[src/hw/rtl/rra_pkg.sv]
// rra_pkg: shared types and constants for the rectangle region allocator.
// No dependencies.
package rra_pkg;

  localparam int unsigned CoordW = 16;

  typedef logic [CoordW-1:0] coord_t;

  typedef struct packed {
    coord_t x0;
    coord_t y0;
    coord_t x1;
    coord_t y1;
  } area_t;

  typedef enum logic [1:0] {
    ST_OK     = 2'd0,
    ST_NOROOM = 2'd1,
    ST_FULL   = 2'd2
  } status_t;

  localparam logic REQ_ALLOC = 1'b0;
  localparam logic REQ_CLEAR = 1'b1;

  localparam logic [1:0] REG_XMIN = 2'd0;
  localparam logic [1:0] REG_YMIN = 2'd1;
  localparam logic [1:0] REG_XMAX = 2'd2;
  localparam logic [1:0] REG_YMAX = 2'd3;

  typedef struct packed {
    logic   req_type;
    coord_t req_width;
    coord_t req_height;
  } req_t;

  typedef struct packed {
    status_t status;
    coord_t  alloc_x;
    coord_t  alloc_y;
  } rsp_t;

  // Datapath operations issued by the controller.
  typedef enum logic [2:0] {
    OP_NONE   = 3'd0,
    OP_LOAD   = 3'd1,  // latch request, reset scan
    OP_CLEAR  = 3'd2,  // table back to the region
    OP_SCAN   = 3'd3,  // read one entry a cycle and classify it
    OP_REMOVE = 3'd4,  // close up the entries behind the exact fit
    OP_SHRINK = 3'd5,  // trim the one-dimension fit
    OP_SPLIT  = 3'd6,  // move every entry one slot down, one a cycle
    OP_FINAL  = 3'd7   // write strip at the head
  } dp_op_t;

  typedef struct packed {
    logic    scan_done;  // every entry classified, no exact fit
    logic    exact_hit;  // exact fit found
    logic    has_near;
    logic    has_loose;
    logic    full;
    logic    move_done;  // close-up or shift pass finished
  } dp_status_t;

endpackage

[src/hw/rtl/rra_ctrl.sv]
// rra_ctrl: request sequencer for the allocator; drives datapath operations.
// Depends on rra_pkg.
module rra_ctrl (
  input  logic                clk,
  input  logic                rst,
  input  logic                in_valid,
  output logic                in_ready,
  input  logic                req_kind,
  output logic                out_valid,
  input  logic                out_ready,
  output rra_pkg::status_t    out_status,
  output logic                use_coord,
  output rra_pkg::dp_op_t     op,
  input  rra_pkg::dp_status_t stat
);
  import rra_pkg::*;

  typedef enum logic [7:0] {
    S_INIT   = 8'b00000001,
    S_IDLE   = 8'b00000010,
    S_SCAN   = 8'b00000100,
    S_REMOVE = 8'b00001000,
    S_SHRINK = 8'b00010000,
    S_SPLIT  = 8'b00100000,
    S_FINAL  = 8'b01000000,
    S_RESP   = 8'b10000000
  } state_t;

  state_t  state, state_next;
  status_t st_reg, st_next;
  logic    uc_reg, uc_next;
  logic    pending, pending_next;

  assign in_ready   = (state == S_IDLE) && !pending;
  assign out_valid  = pending;
  assign out_status = st_reg;
  assign use_coord  = uc_reg;

  always_comb begin
    state_next   = state;
    st_next      = st_reg;
    uc_next      = uc_reg;
    pending_next = pending && !out_ready;
    op           = OP_NONE;
    case (state)
      S_INIT: begin
        // table back to the region, after reset and on a clear
        op         = OP_CLEAR;
        state_next = S_IDLE;
      end
      S_IDLE: begin
        if (in_valid && in_ready) begin
          op = OP_LOAD;
          if (req_kind == REQ_CLEAR) begin
            st_next = ST_OK; uc_next = 1'b0; state_next = S_INIT;
            pending_next = 1'b1;
          end else begin
            state_next = S_SCAN;
          end
        end
      end
      S_SCAN: begin
        op = OP_SCAN;
        if (stat.exact_hit) state_next = S_REMOVE;
        else if (stat.scan_done) begin
          if (stat.has_near) state_next = S_SHRINK;
          else if (stat.has_loose) begin
            if (stat.full) begin
              st_next = ST_FULL; uc_next = 1'b0; state_next = S_RESP;
            end else state_next = S_SPLIT;
          end else begin
            st_next = ST_NOROOM; uc_next = 1'b0; state_next = S_RESP;
          end
        end
      end
      S_REMOVE: begin
        op = OP_REMOVE;
        if (stat.move_done) begin
          st_next = ST_OK; uc_next = 1'b1; state_next = S_RESP;
        end
      end
      S_SHRINK: begin
        op = OP_SHRINK;
        st_next = ST_OK; uc_next = 1'b1; state_next = S_RESP;
      end
      S_SPLIT: begin
        op = OP_SPLIT;
        if (stat.move_done) state_next = S_FINAL;
      end
      S_FINAL: begin
        op = OP_FINAL;
        st_next = ST_OK; uc_next = 1'b1; state_next = S_RESP;
      end
      S_RESP: begin
        pending_next = 1'b1;
        state_next   = S_IDLE;
      end
      default: state_next = S_IDLE;
    endcase
  end

  always_ff @(posedge clk) begin
    if (rst) begin
      state   <= S_INIT;
      pending <= 1'b0;
      st_reg  <= ST_OK;
      uc_reg  <= 1'b0;
    end else begin
      state   <= state_next;
      pending <= pending_next;
      st_reg  <= st_next;
      uc_reg  <= uc_next;
    end
  end

  a_resp_once: assert property (@(posedge clk) disable iff (rst)
    (state == S_RESP) |=> pending) else $error("result not raised");
  a_no_accept_busy: assert property (@(posedge clk) disable iff (rst)
    (state != S_IDLE) |-> !in_ready) else $error("accept while busy");
  a_full_no_coord: assert property (@(posedge clk) disable iff (rst)
    (pending && st_reg != ST_OK) |-> !uc_reg) else $error("coord on failure");
  a_hold_result: assert property (@(posedge clk) disable iff (rst)
    (pending && !out_ready) |=> (pending && $stable(st_reg) && $stable(uc_reg)))
    else $error("result changed while waiting");

endmodule

[config.mk]
export PLATFORM = sky130hd
export DESIGN_NAME = rra_ctrl
export DESIGN_NICKNAME = d
export VERILOG_FILES = /design/src/hw/rtl/rra_pkg.sv /design/src/hw/rtl/rra_ctrl.sv
export SDC_FILE = /design/constraint.sdc
export NUM_CORES = 1
export LEC_CHECK = 0
export BUFFER_PORTS_ARGS = -buffer_cell sky130_fd_sc_hd__buf_4
export CAP_MARGIN = 25
export CORE_UTILIZATION = 55
export CTS_CLUSTER_DIAMETER = 30
export CTS_CLUSTER_SIZE = 14
export DETAILED_ROUTE_END_ITERATION = 8
export PLACE_DENSITY = 0.81
export SLEW_MARGIN = 20
export SYNTH_ARGS = -nofsm -noshare
export SYNTH_HDL_FRONTEND = slang
export SYNTH_SLANG_ARGS = --single-unit
[constraint.sdc]
create_clock -name clk -period 4.2 [get_ports clk]
set_input_delay 0.84 -clock clk [delete_from_list [all_inputs] [get_ports clk]]
set_output_delay 0.84 -clock clk [all_outputs]
set_load 0.01 [all_outputs]
==> impl_summary.txt <==
----------------------------------------------------
[Route]
  Antenna viol nets, final ... 0
  Detailed Route Iter0 Violations ... 15
  Vias after detailed routing ... 773
  Routed length per instance ... approximately 14 um
  Top routing layer in use ... met4
  Met3 WL post-DR ... 122 um
  Met2 Routed Length ... 810 um
  TritonRoute pass-1 iters ... 4
  Total Routed Length ... 1780 um
  Per-cell via count in the routed design ... between 5 and 6
  Routed metal-1 wire length ... 796 um
  DRC violations left ... 0

[Power and ir drop]
  Total power ... 258 uW
  Peak ir drop on the vdd network ... 0.172 mV
  Power density over the cells ... 270 mW/mm2
  Leakage power figure ... 0.000380 uW

[Synthesis]
  Post-synth top flop ... sky130_fd_sc_hd__dfxtp_1
  Largest cells by area after synthesis ... sky130_fd_sc_hd__dfxtp_1, sky130_fd_sc_hd__nor4_1, sky130_fd_sc_hd__nor2_1, sky130_fd_sc_hd__nand2b_1, sky130_fd_sc_hd__xnor2_1
  Count of flip-flops with a built-in enable after synthesis ... 0
  Yosys warnings ... 0
  Compound-cell area share of the yosys netlist ... 16.6%
  Cell count after synthesis ... 100
  Area fraction in and, or, nand and nor cells after synthesis ... 38.9%
  Cell type contributing the most total cell area after synthesis ... sky130_fd_sc_hd__dfxtp_1
  Xor/xnor share of the synthesized area ... 5.44%
  Multiplexer fraction of the synthesized cell area ... under 10%
  Share of the synthesized area in the top cell type ... between 20% and 30%
  Dominant combinational cell family by area after synthesis ... simple AND/OR/NAND/NOR gates
  Synthesized-area fraction occupied by adder cells ... 0%
  Sequential share of the synthesized area ... 29.9%
  Fraction of registers with async set/reset ... 0%
  Post-Synthesis Net Count ... 111
  Per-instance average area after synthesis ... 8.05 um2
  Area of the mapped netlist ... 805 um2
  Distinct cell type count of the synthesized netlist ... 41
  Synthesized flop and latch total ... 12

[STA]
  Final Max Tran Viols ... 0
  Total setup violations reported at the end of the flow ... 0
  Relative slew slack ... 67.1%
  Worst clock skew ... 0.00178 ns
  Worst Tran Pin Value ... just under 0.5 ns
  Part of the cycle the worst path needs ... 66.2%
  Number of hold violations in the final report ... 0
  Final critical-path required period ... 2.78 ns
  Total negative setup slack ... 0 ns
  RSZ-0062 raised after global routing ... false
  Top achievable clock speed ... between 0.3 and 0.4 GHz

[Cells and area]
  Layout overhead on the synthesized area ... 18.7%
  Antenna diode count ... 0
  Proportion of layout cells with a drive suffix above 1 ... 27.2%
  Total number of nets in the final design ... 126
  Commonest cells after routing, fill and taps aside ... sky130_fd_sc_hd__buf_4, sky130_fd_sc_hd__dfxtp_1, sky130_fd_sc_hd__nor2_1, sky130_fd_sc_hd__inv_1, sky130_fd_sc_hd__nor4_1
  Leading cell type in the layout, fill and taps excluded ... sky130_fd_sc_hd__buf_4

[Status]
  Run status ... finished, final reports clean

[Min path]
  Number of instances on the worst hold path ... 2
  Worst Hold Endpoint ... out_status[1]
  Hold/Removal Path Class ... reg2reg
  Launch point of the worst hold path ... out_status[1]

[Critical path]
  Reg-to-Reg End ... use_coord
  Required time of the worst setup path ... 3.36 ns
  Worst-case reg-to-reg path depth ... 5
  Beginning of the worst register-to-register path ... state[3]
  Library cell contributing the largest single delay on the critical path ... sky130_fd_sc_hd__or4_4
  Worst Setup Start Kind ... flip-flop
  R2r setup slk ... 2.28 ns
  Slowest Stage Delay on Critical Path ... between 0.5 and 0.6 ns
  WS Path Type ... reg2out
  Cell chain of the critical path ... or4_4 > or4_1 > nand3_1 > buf_4
  Critical path capture point type ... output pin
  Crit path max fanout ... 10
  Arrival time reported for the critical path endpoint ... 1.94 ns

[Clocking]
  Total CTS buffers ... 3
  Setup repair bufs after CTS ... 0
  Total of hold buffers inserted after clock tree synthesis ... 0
  Cell chosen for the clock root ... sky130_fd_sc_hd__clkbuf_4
  Maximum count of clock buffers along a single path ... 2
  TritonCTS sink count ... 12
  Clock transition at the registers of the reported paths ... 0.08 ns
  Insertion delay to the later sink of the worst-skew pair ... about 0.29 ns
  Number of H-tree branching levels ... 1
  Post-cts sizing count ... 0
  Clock tree from TritonCTS ... yes

[Floorplanning]
  Total die area ... between 0.0015 and 0.002 mm2
  Width of the die ... approximately 40 um
  Core area ... between 0.001 and 0.0015 mm2
  Initial Utilization ... 60.3%
  Site row count ... 13
  IO Pins ... 19
  Die height ... 40.2 um

[Global route]
  Antenna violations before repair ... 0
  Largest net degree at the start of global routing ... 17
  Sum of overflow across all layers after global routing ... 0
  Vias in the first global route ... 633
  Global routing usage summed across all routing layers ... 25.4%
  Wire length of the first global-routing pass ... 2660 um

[Placed design]
  Placed wire-length estimate after detailed placement ... 1330 um
  Routability cong. ... 0.866
  Number of buffers inserted by port buffering ... 18

[Job]
  Number of max-cap violations ... 0

----------------------------------------------------
==> layer usage <==
metal / vias up / global-route usage, %
met5: - / 0
met1: 339 / 30.8
met4: 0 / 15.8
li1: 397 / -
met2: 30 / 39.1
met3: 7 / 7.22
==> area by class of cell <==
class,count,area (um2)
sequential,12,240
fill,113,379
clock buffer,4,36.3
timing repair buffer,18,135
inverter,6,22.5
multi-input combinational,74,502
tap,15,18.8
==> critical path, delay by kind of cell (launching register included) <==
| family | cells | cell delay [ns] |
|---|---|---|
| buffers and inverters | 1 | 0.12 |
| DFF | 1 | 0.41 |
| and+or+nand+nor | 3 | 1.12 |
==> cell usage after synthesis, drive strengths merged (2+ instances only) <==
master,count
xor2,2
nand2,3
xnor2,3
nor3,5
dfxtp,12
a31oi,3
nor4,7
o32ai,2
nor2,9
nand2b,5
clkbuf,5
a21oi,2
inv,6
nor2b,2
buf,3
nand3,4
or4,2
or3,5
o21ai,5
==> kinds of logic (layout without fill, tap and decap cells) <==
| family | after synthesis | after routing |
|---|---|---|
| AOI/OAI and AO/OA | 19 | 19 |
| xor gates and xnor gates | 5 | 5 |
| buffers and inverters | 14 | 28 |
| DFF | 12 | 12 |
| muxes | 1 | 1 |
| and+or+nand+nor | 49 | 49 |
==> power breakdown <==
part | total (uW) | internal (uW) | switching [uW]
logic | 41.9 | 21.7 | 20.1
registers | 120 | 116 | 4.37
clock network | 95.7 | 52.9 | 42.8
total | 258 | 190 | 67.3
==> metrics by stage <==
stage               instance area (um2)  hold slack [ns]  worst slack, ns  util [%]  std cells
global route                        955            0.498             1.33      71.6        129
CTS                                 955            0.489             1.43      71.6        129
finish                              955            0.483             1.42      71.6        129
global placement                    918            0.467             1.77      68.9        125
detailed placement                  918            0.475             1.75      68.9        125
floorplan                           805            0.498             1.83         -        100
==> registers in the layout (all words and copies together), names as in the netlist <==
register    count
out_valid       1
use_coord       1
state           8
out_status      2
==> worst max path at each step <==
stage | end | depth (start not counted) | slack [ns] | from
2_1_floorplan | op[0] | 4 | 1.83 | state[1]
3_3_place_gp | op[0] | 4 | 1.77 | state[1]
3_5_place_dp | op[0] | 4 | 1.75 | state[1]
4_1_cts | op[0] | 4 | 1.43 | state[1]
5_1_grt | op[0] | 4 | 1.33 | state[1]
6_report | op[0] | 4 | 1.42 | state[1]
No activity file was read; power rests on OpenSTA's default activity.
